`config.mk`:
```
export PLATFORM = sky130hd
export DESIGN_NAME = gas_sensor_ppm_converter_unit
export DESIGN_NICKNAME = d
export VERILOG_FILES = /design/src/rtl/gsppm_pkg.sv /design/src/rtl/gas_sensor_ppm_converter_unit.sv
export SDC_FILE = /design/constraint.sdc
export NUM_CORES = 2
export LEC_CHECK = 0
export BUFFER_PORTS_ARGS = -buffer_cell sky130_fd_sc_hd__buf_2
export CAP_MARGIN = 20
export CORE_MARGIN = 2
export CORE_UTILIZATION = 30
export DETAILED_ROUTE_END_ITERATION = 6
export GPL_TIMING_DRIVEN = 0
export PLACE_DENSITY_LB_ADDON = 0.2
export SLEW_MARGIN = 40
export SYNTH_ARGS = -nofsm -noshare
export SYNTH_HDL_FRONTEND = slang
export SYNTH_SLANG_ARGS = --single-unit
export TNS_END_PERCENT = 1
```
`constraint.sdc`:
```
create_clock -name clk_i -period 14.9 [get_ports clk_i]
set_input_delay 2.235 -clock clk_i [delete_from_list [all_inputs] [get_ports clk_i]]
set_output_delay 2.235 -clock clk_i [all_outputs]
set_load 0.01 [all_outputs]
```
`src/rtl/gsppm_pkg.sv`:
```
// Package for the gas sensor ppm converter: constants, curve tables, state types.
// No dependencies.
`timescale 1ns / 1ps
package gsppm_pkg;

  localparam int unsigned SAMPLES = 5;
  localparam int unsigned DIV_W   = 36;
  localparam int unsigned PADDR_W = 4;

  localparam logic [27:0] RES_MAX = 28'hFFFFFFF;
  localparam logic [19:0] PPM_MAX = 20'd1048575;
  localparam logic signed [31:0] X2_Q16 = 32'sd500724;

  localparam logic [27:0] RO_RESET  = 28'd2560000;
  localparam logic [15:0] LR_RESET  = 16'd1280;
  localparam logic [15:0] CAF_RESET = 16'd2516;

  typedef enum logic [1:0] {
    REG_MODE = 2'd0,
    REG_RO   = 2'd1,
    REG_LR   = 2'd2,
    REG_CAF  = 2'd3
  } reg_idx_e;

  typedef enum logic [1:0] {
    GAS_LPG   = 2'd0,
    GAS_CO    = 2'd1,
    GAS_SMK   = 2'd2,
    GAS_RO    = 2'd3
  } gas_code_e;

  typedef enum logic [3:0] {
    ST_IDLE, ST_RS_MUL, ST_DIV, ST_DIV_DONE, ST_ACC, ST_LG_NORM, ST_LG_SQ,
    ST_LG_DONE, ST_GAS, ST_KMUL, ST_EXP, ST_SRCH, ST_OUT
  } state_e;

  typedef enum logic [1:0] {DIV_RS, DIV_AVG, DIV_CAL} div_sel_e;
  typedef enum logic [1:0] {LG_AVG, LG_RO, LG_MID} lg_sel_e;

  function automatic logic signed [23:0] curve_y2(logic [1:0] g);
    logic signed [23:0] r;
    case (g)
      GAS_LPG:   r = 24'sd45718;
      GAS_CO:    r = 24'sd156749;
      GAS_SMK:   r = 24'sd115384;
      default:   r = 24'sd0;
    endcase
    return r;
  endfunction

  function automatic logic [17:0] curve_k(logic [1:0] g);
    logic [17:0] r;
    case (g)
      GAS_LPG:   r = 18'd139438;
      GAS_CO:    r = 18'd192753;
      GAS_SMK:   r = 18'd148945;
      default:   r = 18'd0;
    endcase
    return r;
  endfunction

endpackage

```
`src/rtl/gas_sensor_ppm_converter_unit.sv`:
```
// Gas sensor ppm converter top level: sequencer around one shared multiplier,
// a restoring divider and a log2 unit. Depends on gsppm_pkg.
`timescale 1ns / 1ps
// A nonzero sample that does not close a group takes one multiply and 36
// steps of the restoring divider. The sample that closes a group adds a
// 36-step divide for the average; calibrate mode adds one more divide for Ro
// when CAF is nonzero. Measure mode takes two logarithms when Ro and the
// average are nonzero (each a normalizing shift plus 16 squarings on the
// shared 32x32 multiplier), then per gas a binary search of up to 20
// logarithms. The input is not ready until all results of a group are taken.
module gas_sensor_ppm_converter_unit import gsppm_pkg::*; (
  input  logic                 clk_i,
  input  logic                 rst_ni,
  input  logic                 in_valid_i,
  output logic                 in_ready_o,
  input  logic [9:0]           adc_sample_i,
  output logic                 out_valid_o,
  input  logic                 out_ready_i,
  output logic [1:0]           gas_code_o,
  output logic [27:0]          reading_o,
  output logic                 last_o,
  input  logic                 psel,
  input  logic                 penable,
  input  logic                 pwrite,
  input  logic [PADDR_W-1:0]   paddr,
  input  logic [31:0]          pwdata,
  output logic [31:0]          prdata,
  output logic                 pready
);

  state_e state_q, state_d;
  div_sel_e dsel_q, dsel_d;
  lg_sel_e lsel_q, lsel_d;

  logic        mode_q;
  logic [27:0] ro_q;
  logic [15:0] lr_q, caf_q;

  logic [33:0] sum_q, sum_d;
  logic [5:0]  cnt_q, cnt_d;

  logic [15:0]      rem_q, rem_d, dvs_q, dvs_d;
  logic [DIV_W-1:0] quo_q, quo_d;
  logic [5:0]       dcnt_q, dcnt_d;

  logic [27:0] avg_q, avg_d;
  logic [20:0] lga_q, lga_d, lgr_q, lgr_d, lgres_q, lgres_d;
  logic [31:0] lgm_q, lgm_d;
  logic [4:0]  lgn_q, lgn_d;
  logic [3:0]  lgi_q, lgi_d;

  logic [1:0]         g_q, g_d;
  logic [41:0]        prod_q, prod_d;
  logic               dneg_q, dneg_d;
  logic signed [31:0] e_q, e_d;
  logic [19:0]        lo_q, lo_d, hi_q, hi_d, mid_q, mid_d;

  logic        outv_q, outv_d, last_q, last_d;
  logic [1:0]  code_q, code_d;
  logic [27:0] read_q, read_d;

  logic [31:0] mul_a, mul_b;
  logic [63:0] mul_p;
  logic [16:0] rem_sh, rem_sub;
  logic        div_ge;
  logic [32:0] sq_t;
  logic [33:0] sum_n;
  logic [5:0]  cnt_n;
  logic [27:0] quo_sat;
  logic signed [23:0] dk;
  logic [23:0] dabs;
  logic [25:0] sh;
  logic signed [31:0] e_n;
  logic [20:0] msum;

  assign mul_p = mul_a * mul_b;

  assign rem_sh  = {rem_q, quo_q[DIV_W-1]};
  assign div_ge  = rem_sh >= {1'b0, dvs_q};
  assign rem_sub = rem_sh - {1'b0, dvs_q};
  assign quo_sat = (|quo_q[DIV_W-1:28]) ? RES_MAX : quo_q[27:0];
  assign sq_t    = mul_p[63:31];
  assign sum_n   = sum_q + 34'(quo_q[27:0]);
  assign cnt_n   = cnt_q + 6'd1;
  assign msum    = {1'b0, lo_q} + {1'b0, hi_q} + 21'd1;

  assign dk   = $signed({3'b0, lga_q}) - $signed({3'b0, lgr_q}) - curve_y2(g_q);
  assign dabs = dk[23] ? 24'(-dk) : 24'(dk);
  assign sh   = dneg_q ? 26'((prod_q + 42'd65535) >> 16) : prod_q[41:16];
  assign e_n  = dneg_q ? (X2_Q16 + $signed({6'b0, sh})) : (X2_Q16 - $signed({6'b0, sh}));

  assign in_ready_o  = (state_q == ST_IDLE);
  assign out_valid_o = outv_q;
  assign gas_code_o  = code_q;
  assign reading_o   = read_q;
  assign last_o      = last_q;
  assign pready      = 1'b1;

  always_comb begin
    prdata = '0;
    case (reg_idx_e'(paddr[3:2]))
      REG_MODE: prdata = {31'b0, mode_q};
      REG_RO:   prdata = {4'b0, ro_q};
      REG_LR:   prdata = {16'b0, lr_q};
      REG_CAF:  prdata = {16'b0, caf_q};
      default:  prdata = '0;
    endcase
  end

  always_ff @(posedge clk_i or negedge rst_ni) begin
    if (!rst_ni) begin
      mode_q <= 1'b0;
      ro_q   <= RO_RESET;
      lr_q   <= LR_RESET;
      caf_q  <= CAF_RESET;
    end else if (psel && penable && pwrite && pready) begin
      case (reg_idx_e'(paddr[3:2]))
        REG_MODE: mode_q <= pwdata[0];
        REG_RO:   ro_q   <= pwdata[27:0];
        REG_LR:   lr_q   <= pwdata[15:0];
        REG_CAF:  caf_q  <= pwdata[15:0];
        default:  mode_q <= mode_q;
      endcase
    end
  end

  always_comb begin
    state_d = state_q;
    dsel_d  = dsel_q;
    lsel_d  = lsel_q;
    sum_d   = sum_q;
    cnt_d   = cnt_q;
    rem_d   = rem_q;
    dvs_d   = dvs_q;
    quo_d   = quo_q;
    dcnt_d  = dcnt_q;
    avg_d   = avg_q;
    lga_d   = lga_q;
    lgr_d   = lgr_q;
    lgres_d = lgres_q;
    lgm_d   = lgm_q;
    lgn_d   = lgn_q;
    lgi_d   = lgi_q;
    g_d     = g_q;
    prod_d  = prod_q;
    dneg_d  = dneg_q;
    e_d     = e_q;
    lo_d    = lo_q;
    hi_d    = hi_q;
    mid_d   = mid_q;
    outv_d  = outv_q;
    code_d  = code_q;
    read_d  = read_q;
    last_d  = last_q;
    mul_a   = lgm_q;
    mul_b   = lgm_q;

    case (state_q)
      ST_IDLE: begin
        if (in_valid_i) begin
          if (adc_sample_i == 10'd0) begin
            quo_d   = DIV_W'(RES_MAX);
            state_d = ST_ACC;
          end else begin
            dvs_d   = {6'b0, adc_sample_i};
            state_d = ST_RS_MUL;
          end
        end
      end
      ST_RS_MUL: begin
        mul_a   = 32'(lr_q);
        mul_b   = 32'(10'd1023 - dvs_q[9:0]);
        quo_d   = DIV_W'(mul_p[25:0]);
        rem_d   = '0;
        dcnt_d  = '0;
        dsel_d  = DIV_RS;
        state_d = ST_DIV;
      end
      ST_DIV: begin
        rem_d = div_ge ? rem_sub[15:0] : rem_sh[15:0];
        quo_d = {quo_q[DIV_W-2:0], div_ge};
        if (dcnt_q == 6'(DIV_W - 1)) begin
          state_d = ST_DIV_DONE;
        end else begin
          dcnt_d = dcnt_q + 6'd1;
        end
      end
      ST_DIV_DONE: begin
        case (dsel_q)
          DIV_RS: state_d = ST_ACC;
          DIV_AVG: begin
            avg_d = quo_sat;
            if (mode_q) begin
              if (caf_q == 16'd0) begin
                outv_d  = 1'b1;
                code_d  = GAS_RO;
                read_d  = RES_MAX;
                last_d  = 1'b1;
                state_d = ST_OUT;
              end else begin
                quo_d   = {quo_sat, 8'b0};
                dvs_d   = caf_q;
                rem_d   = '0;
                dcnt_d  = '0;
                dsel_d  = DIV_CAL;
                state_d = ST_DIV;
              end
            end else if (ro_q == 28'd0 || quo_sat == 28'd0) begin
              g_d     = GAS_LPG;
              state_d = ST_GAS;
            end else begin
              lgm_d   = {quo_sat, 4'b0};
              lgn_d   = 5'd27;
              lsel_d  = LG_AVG;
              state_d = ST_LG_NORM;
            end
          end
          DIV_CAL: begin
            outv_d  = 1'b1;
            code_d  = GAS_RO;
            read_d  = quo_sat;
            last_d  = 1'b1;
            state_d = ST_OUT;
          end
          default: state_d = ST_IDLE;
        endcase
      end
      ST_ACC: begin
        if (cnt_n < 6'(SAMPLES)) begin
          sum_d   = sum_n;
          cnt_d   = cnt_n;
          state_d = ST_IDLE;
        end else begin
          sum_d   = '0;
          cnt_d   = '0;
          quo_d   = DIV_W'(sum_n);
          dvs_d   = 16'(SAMPLES);
          rem_d   = '0;
          dcnt_d  = '0;
          dsel_d  = DIV_AVG;
          state_d = ST_DIV;
        end
      end
      ST_LG_NORM: begin
        if (lgm_q[31]) begin
          lgres_d = {lgn_q, 16'b0};
          lgi_d   = 4'd15;
          state_d = ST_LG_SQ;
        end else begin
          lgm_d = {lgm_q[30:0], 1'b0};
          lgn_d = lgn_q - 5'd1;
        end
      end
      ST_LG_SQ: begin
        if (sq_t[32]) begin
          lgm_d   = sq_t[32:1];
          lgres_d = lgres_q | (21'd1 << lgi_q);
        end else begin
          lgm_d = sq_t[31:0];
        end
        if (lgi_q == 4'd0) begin
          state_d = ST_LG_DONE;
        end else begin
          lgi_d = lgi_q - 4'd1;
        end
      end
      ST_LG_DONE: begin
        case (lsel_q)
          LG_AVG: begin
            lga_d   = lgres_q;
            lgm_d   = {ro_q, 4'b0};
            lgn_d   = 5'd27;
            lsel_d  = LG_RO;
            state_d = ST_LG_NORM;
          end
          LG_RO: begin
            lgr_d   = lgres_q;
            g_d     = GAS_LPG;
            state_d = ST_GAS;
          end
          LG_MID: begin
            if ($signed({11'b0, lgres_q}) <= e_q) begin
              lo_d = mid_q;
            end else begin
              hi_d = mid_q - 20'd1;
            end
            state_d = ST_SRCH;
          end
          default: state_d = ST_IDLE;
        endcase
      end
      ST_GAS: begin
        code_d = g_q;
        last_d = (g_q == GAS_SMK);
        if (ro_q == 28'd0) begin
          outv_d  = 1'b1;
          read_d  = '0;
          state_d = ST_OUT;
        end else if (avg_q == 28'd0) begin
          outv_d  = 1'b1;
          read_d  = 28'(PPM_MAX);
          state_d = ST_OUT;
        end else begin
          state_d = ST_KMUL;
        end
      end
      ST_KMUL: begin
        mul_a   = 32'(dabs);
        mul_b   = 32'(curve_k(g_q));
        prod_d  = mul_p[41:0];
        dneg_d  = dk[23];
        state_d = ST_EXP;
      end
      ST_EXP: begin
        if (e_n[31]) begin
          outv_d  = 1'b1;
          read_d  = '0;
          state_d = ST_OUT;
        end else begin
          e_d     = e_n;
          lo_d    = 20'd1;
          hi_d    = PPM_MAX;
          state_d = ST_SRCH;
        end
      end
      ST_SRCH: begin
        if (lo_q < hi_q) begin
          mid_d   = msum[20:1];
          lgm_d   = {8'b0, msum[20:1], 4'b0};
          lgn_d   = 5'd27;
          lsel_d  = LG_MID;
          state_d = ST_LG_NORM;
        end else begin
          outv_d  = 1'b1;
          read_d  = 28'(lo_q);
          state_d = ST_OUT;
        end
      end
      ST_OUT: begin
        if (out_ready_i) begin
          outv_d = 1'b0;
          if (last_q) begin
            state_d = ST_IDLE;
          end else begin
            g_d     = g_q + 2'd1;
            state_d = ST_GAS;
          end
        end
      end
      default: state_d = ST_IDLE;
    endcase
  end

  always_ff @(posedge clk_i or negedge rst_ni) begin
    if (!rst_ni) begin
      state_q <= ST_IDLE;
      sum_q   <= '0;
      cnt_q   <= '0;
      outv_q  <= 1'b0;
    end else begin
      state_q <= state_d;
      sum_q   <= sum_d;
      cnt_q   <= cnt_d;
      outv_q  <= outv_d;
    end
  end

  always_ff @(posedge clk_i) begin
    dsel_q  <= dsel_d;
    lsel_q  <= lsel_d;
    rem_q   <= rem_d;
    dvs_q   <= dvs_d;
    quo_q   <= quo_d;
    dcnt_q  <= dcnt_d;
    avg_q   <= avg_d;
    lga_q   <= lga_d;
    lgr_q   <= lgr_d;
    lgres_q <= lgres_d;
    lgm_q   <= lgm_d;
    lgn_q   <= lgn_d;
    lgi_q   <= lgi_d;
    g_q     <= g_d;
    prod_q  <= prod_d;
    dneg_q  <= dneg_d;
    e_q     <= e_d;
    lo_q    <= lo_d;
    hi_q    <= hi_d;
    mid_q   <= mid_d;
    code_q  <= code_d;
    read_q  <= read_d;
    last_q  <= last_d;
  end

endmodule

```
## After elaboration in Yosys (flattened, before gate mapping)

Cells that the tools add are included.
W data, S select, Z words.

- Output and inout port bits: 66
- Logic and storage cells: 290
- Flip-flop bits (word level): 483

- Reductions and logical operators: 55
- Equal/unequal tests: 54
- Shifts and indexed selects: 1
- Bitwise logic cells: 2
- Muxes and demuxes: 124
- Magnitude comparators: 4
- $add $sub $neg: 17
- Multipliers: 1

Operator list:

| operator | number |
|---|---|
| $mux W32 | 8 |
| $mux W36 | 6 |
| $mux W28 | 7 |
| $pmux W36 S5 | 1 |
| $mux W16 | 11 |
| $pmux W32 S5 | 1 |
| $pmux W32 S2 | 2 |
| $pmux W32 S4 | 1 |
| $mux W20 | 6 |
| $pmux W28 S4 | 1 |
| $pmux W18 S3 | 2 |
| $logic_not A28 Y1 | 3 |
| $pmux W20 S2 | 2 |
| $mul A32 B32 Y64 | 1 |
| $pmux W16 S4 | 1 |
| $pmux W28 S2 | 1 |
| $pmux W4 S13 | 1 |
| $ne A2 B2 Y1 const B | 25 |
| $mux W4 | 12 |
| $pmux W16 S3 | 1 |
| $add A42 B16 Y42 const B | 1 |
| $mux W21 | 2 |
| $pmux W21 S2 | 1 |
| $reduce_and A7 Y1 | 6 |
| other kinds (65) | 155 |

## Longest topological paths before layout

- Depth in word-level cells: 9
- Depth in mapped cells: 57

## Worst setup path before layout

No wires, ideal clock.

- Path kind: register to register
- Start point: reg lga_q[5]
- End point: reg lgm_q[13] (data pin)
- Required time: 14.633 ns
- Clock period less this slack: 12.591 ns
- Cell stages (with the launch flop): 49
- Library setup time: 0.267 ns
- Data arrival time: 12.324 ns
- Path slack: 2.309 ns
- Path buffers: 1
- Cells stage by stage: edfxtp_1 ha_1 a21o_1 or3_1 o22a_4 nor2_1 nor2_1 o21ai_0 nand2b_1 a21oi_1 o21bai_1 a21oi_1 xnor2_1 ha_1 a21oi_1 o211ai_1 or3_1 o21ai_0 [13 not listed] fa_1 inv_1 fa_1 fa_1 fa_1 fa_1 ha_1 nand4_1 or2_2 o211ai_1 a2bb2oi_1 o21a_1 o311ai_1 o31ai_2 xor2_1 mux2_2 a221oi_1 a21oi_1

- Word-level cells in the longest chain between the ends: 8

Ends and longest elaborated chain:

| what | RTL line | text |
|---|---|---|
| start, declared | gas_sensor_ppm_converter_unit.sv:47 | `logic [20:0] lga_q, lga_d, lgr_q, lgr_d, lgres_q, lgres_d;` |
| start signal, assigned | gas_sensor_ppm_converter_unit.sv:376 | `lga_q <= lga_d;` |
| $sub A21 B21 Y22 * | gas_sensor_ppm_converter_unit.sv:87 | `assign dk = $signed({3'b0, lga_q}) - $signed({3'b0, lgr_q}) - curve_y2(g_q);` |
| $sub A22 B19 Y23 * | gas_sensor_ppm_converter_unit.sv:87 |  |
| $neg A24 Y24 | gas_sensor_ppm_converter_unit.sv:88 | `assign dabs = dk[23] ? 24'(-dk) : 24'(dk);` |
| $mux W24 * | gas_sensor_ppm_converter_unit.sv:88 |  |
| $pmux W32 S2 * | gas_sensor_ppm_converter_unit.sv:158 | `case (state_q)` |
| $mul A32 B32 Y64 * | gas_sensor_ppm_converter_unit.sv:76 | `assign mul_p = mul_a * mul_b;` |
| $mux W32 * | gas_sensor_ppm_converter_unit.sv:255 | `if (sq_t[32]) begin` |
| $pmux W32 S5 * | gas_sensor_ppm_converter_unit.sv:158 |  |
| via lgm_d[13] | gas_sensor_ppm_converter_unit.sv:48 | `logic [31:0] lgm_q, lgm_d;` |
| end signal, assigned | gas_sensor_ppm_converter_unit.sv:379 | `lgm_q <= lgm_d;` |
| end, declared | gas_sensor_ppm_converter_unit.sv:48 |  |

Mark *: on every way through the listed nets, which the timed path passes. The rest lies on a longest branch.
A chain may end at the register's enable or synchronous reset.

## Worst setup path after layout

- Start point: reg lga_q[0]
- End point: reg lgres_q[11] (enable)

- Word-level cells in the longest chain between the ends: 8

Ends and longest elaborated chain:

| what | RTL line | text |
|---|---|---|
| $sub A21 B21 Y22 * | gas_sensor_ppm_converter_unit.sv:87 |  |
| $sub A22 B19 Y23 * | gas_sensor_ppm_converter_unit.sv:87 |  |
| $neg A24 Y24 | gas_sensor_ppm_converter_unit.sv:88 |  |
| $mux W24 * | gas_sensor_ppm_converter_unit.sv:88 |  |
| $pmux W32 S2 * | gas_sensor_ppm_converter_unit.sv:158 |  |
| $mul A32 B32 Y64 * | gas_sensor_ppm_converter_unit.sv:76 |  |
| $ne A2 B2 Y1 (no source line) * | n/a |  |
| $reduce_and A3 Y1 (no source line) * | n/a |  |
| end signal, assigned | gas_sensor_ppm_converter_unit.sv:378 | `lgres_q <= lgres_d;` |
| end, declared | gas_sensor_ppm_converter_unit.sv:47 |  |

Every way passes the cells marked *; elsewhere a longest branch is shown, timed or not.

==> impl_metrics.ini <==
[outcome]
status = complete, no violations

[route]
firstDrtPassIters = 6
ant_nets = 0
wl_mm = 252.7
vias = 50490
viasPerCell = 5.252
wire_per_inst_um = 26.29
drcViolationCount = 0
drt_iter0_drc = 4794

[synth]
synth_xor_area_share_pct = 3.248
netlist_area_um2 = 61750
synth_top_family_by_area = adder cells
yosysUniqueCellTypes = 106
synth-compound-area-share_pct = 11.21
synth_top_flop_cell = edfxtp_1
yosysSeqAreaShare_pct = 22.51
yosys.area_share.simple_pct = 13.71
synthAdderAreaFrac_pct = 37.38
synth_seq_cells = 480
synth_cells = 6671
synth_edf_count = 374
synthArstFlopShare_pct = 22.08
ys_warn_count = 0
syn_avg_cell_area_um2 = 9.257
synthMuxAreaShare_pct = 2.048

[min_path]
hold_path_startpoint = sum_q[4]$_DFFE_PN0P_
min_path_cells = 2
worstHoldPathType = reg2reg
min_to = sum_q[4]$_DFFE_PN0P_

[place]
numPortBuffers = 107
dp_hpwl_mm = 210.7
gp_congestion = 1.016

[cts]
clk_latency_ns = 0.66
cts-htree-levels = 2
cts_tree = built
clk_path_buf_depth = 3
clkTransAtPathRegs_ns = 0.07
clock-sinks = 480
cts-root-buf = clkbuf_16
numCtsBuffers = 53
postCtsHoldBufs = 0

[run]
cap_violations = 0

[global_route]
grt_start_max_net_pins = 60
grt_pass1_vias = 51750
antenna_found_initial = 24
grt_usage_pct = 23.89
gr-total-overflow = 0
grt_pass1_wl_mm = 363.1

[critical_path]
r2r_setup_slack_ns = 0.70
crit_path_max_incr_delay_ns = 0.53
worst-r2r-cell-count = 54
end_kind = flop
critPathKind = reg2reg
arrival_ns = 14.53
r2r-start = lga_q[0]$_DFFE_PP_
cp.required_ns = 15.23
crit_fanout = 16
slowest_stage = fa_1
startpoint_type = flop
path_common_cell = fa_1
reg2reg_to = lgres_q[11]$_SDFFCE_PN0P_

[floorplanning]
start_util_pct = 30.18
dieArea_um2 = 209500
die_w_um = 457.7
core_um2 = 204600
die_y_um = 457.7
num_rows = 166
num_io_pins = 119

[sta]
fmax_mhz = 70.44
setup_viol = 0
holdWs_ns = 0.4870
period_needed_ns = 14.20
hold_viol = 0
tns_ns = 0
worst_slew_pin_slew_ns = 0.9905
min_period_over_period_pct = 95.28
report.final.slew_viol_count = 0
max_slew_margin_pct = 33.96
fin_skew_ns = 0.05062

[cells_and_area]
syn2layout_area_growth_pct = 11.60
drive_above_1_share_pct = 8.471
fillers = 21160
fin_nets = 8238
==> layer usage <==
metal  track usage [%]  vias up  wire, µm
li1                  -    21990         -
met1             31.05    25550    102600
met2             36.88     2338    111300
met3             4.948      595     21610
met4             13.68        8     17190
met5                 0        -        58
==> through the flow <==
stage               worst slack, ns  area [µm²]  cells  util, %
CTS                         0.04776       68600   9601    33.53
global placement             -3.304       65660   9469    32.10
detailed placement           -1.042       66600   9503    32.55
global route               -0.01270       68900   9609    33.68
floorplan                     2.309       61760   6674        -
finish                       0.7040       68910   9613    33.69
==> state kept, by name, indices dropped and copies added, names as in the netlist, 28 cells and up <==
signal / count
sum_q: 34
ro_q: 28
quo_q: 36
avg_q: 28
lgm_q: 32
reading_o: 28
prod_q: 42
e_q: 28
==> cell usage after synthesis (all sizes together) (12+ instances only) <==
cell / number / share of area (%)
a211oi: 30 / 0.37
a21boi: 15 / 0.19
a21o: 102 / 1.2
a21oi: 318 / 2.6
a221o: 23 / 0.37
a221oi: 23 / 0.34
a22o: 25 / 0.35
a22oi: 12 / 0.15
a31oi: 38 / 0.41
and2: 66 / 0.67
and3: 101 / 1.0
buf: 58 / 0.48
clkbuf: 242 / 1.5
dfrtp: 93 / 3.8
dfstp: 13 / 0.55
edfxtp: 374 / 18
fa: 890 / 29
ha: 421 / 8.5
inv: 1298 / 7.9
mux2: 81 / 1.5
mux2i: 33 / 0.53
nand2: 673 / 4.1
nand2b: 62 / 0.63
nand3: 96 / 0.79
nand4: 37 / 0.37
nor2: 588 / 3.6
nor2b: 29 / 0.29
nor3: 60 / 0.49
nor3b: 14 / 0.17
nor4: 46 / 0.47
o211ai: 29 / 0.36
o21a: 34 / 0.41
o21ai: 236 / 1.9
o21bai: 25 / 0.31
o221ai: 13 / 0.18
o22ai: 22 / 0.22
o31ai: 18 / 0.27
or2: 27 / 0.27
or3: 29 / 0.30
or4: 16 / 0.20
xnor2: 152 / 2.2
xor2: 74 / 1.0
==> worst max-delay path by stage <==
stage,startpoint,endpoint,slack (ns),cells after the start
global route,lga_q[0]$_DFFE_PP_,lgm_q[13]$_DFFE_PP_,-0.01,54
finish,lga_q[0]$_DFFE_PP_,lgres_q[11]$_SDFFCE_PN0P_,0.70,54
detailed placement,lga_q[0]$_DFFE_PP_,lgres_q[14]$_SDFFCE_PN0P_,-1.04,52
CTS,lga_q[0]$_DFFE_PP_,lgm_q[28]$_DFFE_PP_,0.05,52
global placement,state_q[3]$_DFFE_PN0P_,lgres_q[10]$_SDFFCE_PN0P_,-3.30,31
floorplan,lga_q[5]$_DFFE_PP_,lgm_q[13]$_DFFE_PP_,2.31,48
==> kinds of logic after synthesis <==
| group | after synthesis |
|---|---|
| compound gates | 1063 |
| xor+xnor | 226 |
| fa+ha+maj | 1311 |
| buf+inv | 1604 |
| flops | 480 |
| mux | 115 |
| other cells | 2 |
| simple gates | 1870 |
==> cells in the final DEF, fill, tap and decap left out, types with 26 or more instances in the layout <==
cell,instances
nand2_1,670
and2_1,64
clkbuf_1,189
xnor2_1,129
nand2b_1,62
fa_1,890
a21oi_1,307
inv_1,1293
o21ai_0,215
clkbuf_2,55
nor2b_1,29
nand4_1,37
o211ai_1,28
mux2_2,81
o21a_1,32
mux2i_1,32
nor3_1,59
nor2_1,566
a21o_1,102
nand3_1,95
or3_1,28
a31oi_1,34
buf_2,152
and3_1,99
xor2_1,69
nor4_1,41
ha_1,421
edfxtp_1,374
clkbuf_16,54
a211oi_1,26
dfrtp_1,93
==> critical path: cells and delay by family (launching register included) <==
kind,cells,cell delay [ns]
buffers and inverters,12,1.78
adder cells (fa/ha/maj),12,5.28
AO/OA/AOI/OAI,17,3.92
XOR/XNOR,3,0.55
flip-flops,1,0.33
AND/OR/NAND/NOR,10,1.95
==> repair_timing <==
action,4_1_cts,5_1_grt
setup endpoints to repair,48,48
pin swaps,1,5
buffers inserted,0,6
hold endpoints to repair,0,0
resized for setup,11,35
cloned,0,0
==> layout make-up <==
cell class	instances	area [µm²]	area share [%]
clock buffer	59	1390	2.017
tap	2688	3363	4.880
timing repair buffer	147	1028	1.492
clock inverter	40	550.5	0.7989
buffer	298	1274	1.848
inverter	1304	4895	7.103
antenna	7	17.52	0.02542
sequential	480	13900	20.17
multi-input combinational	4590	42500	61.67
Power is left out: the tool's default activity adds up to more than one toggle a clock period on the data nets, which glitch-free logic cannot reach.
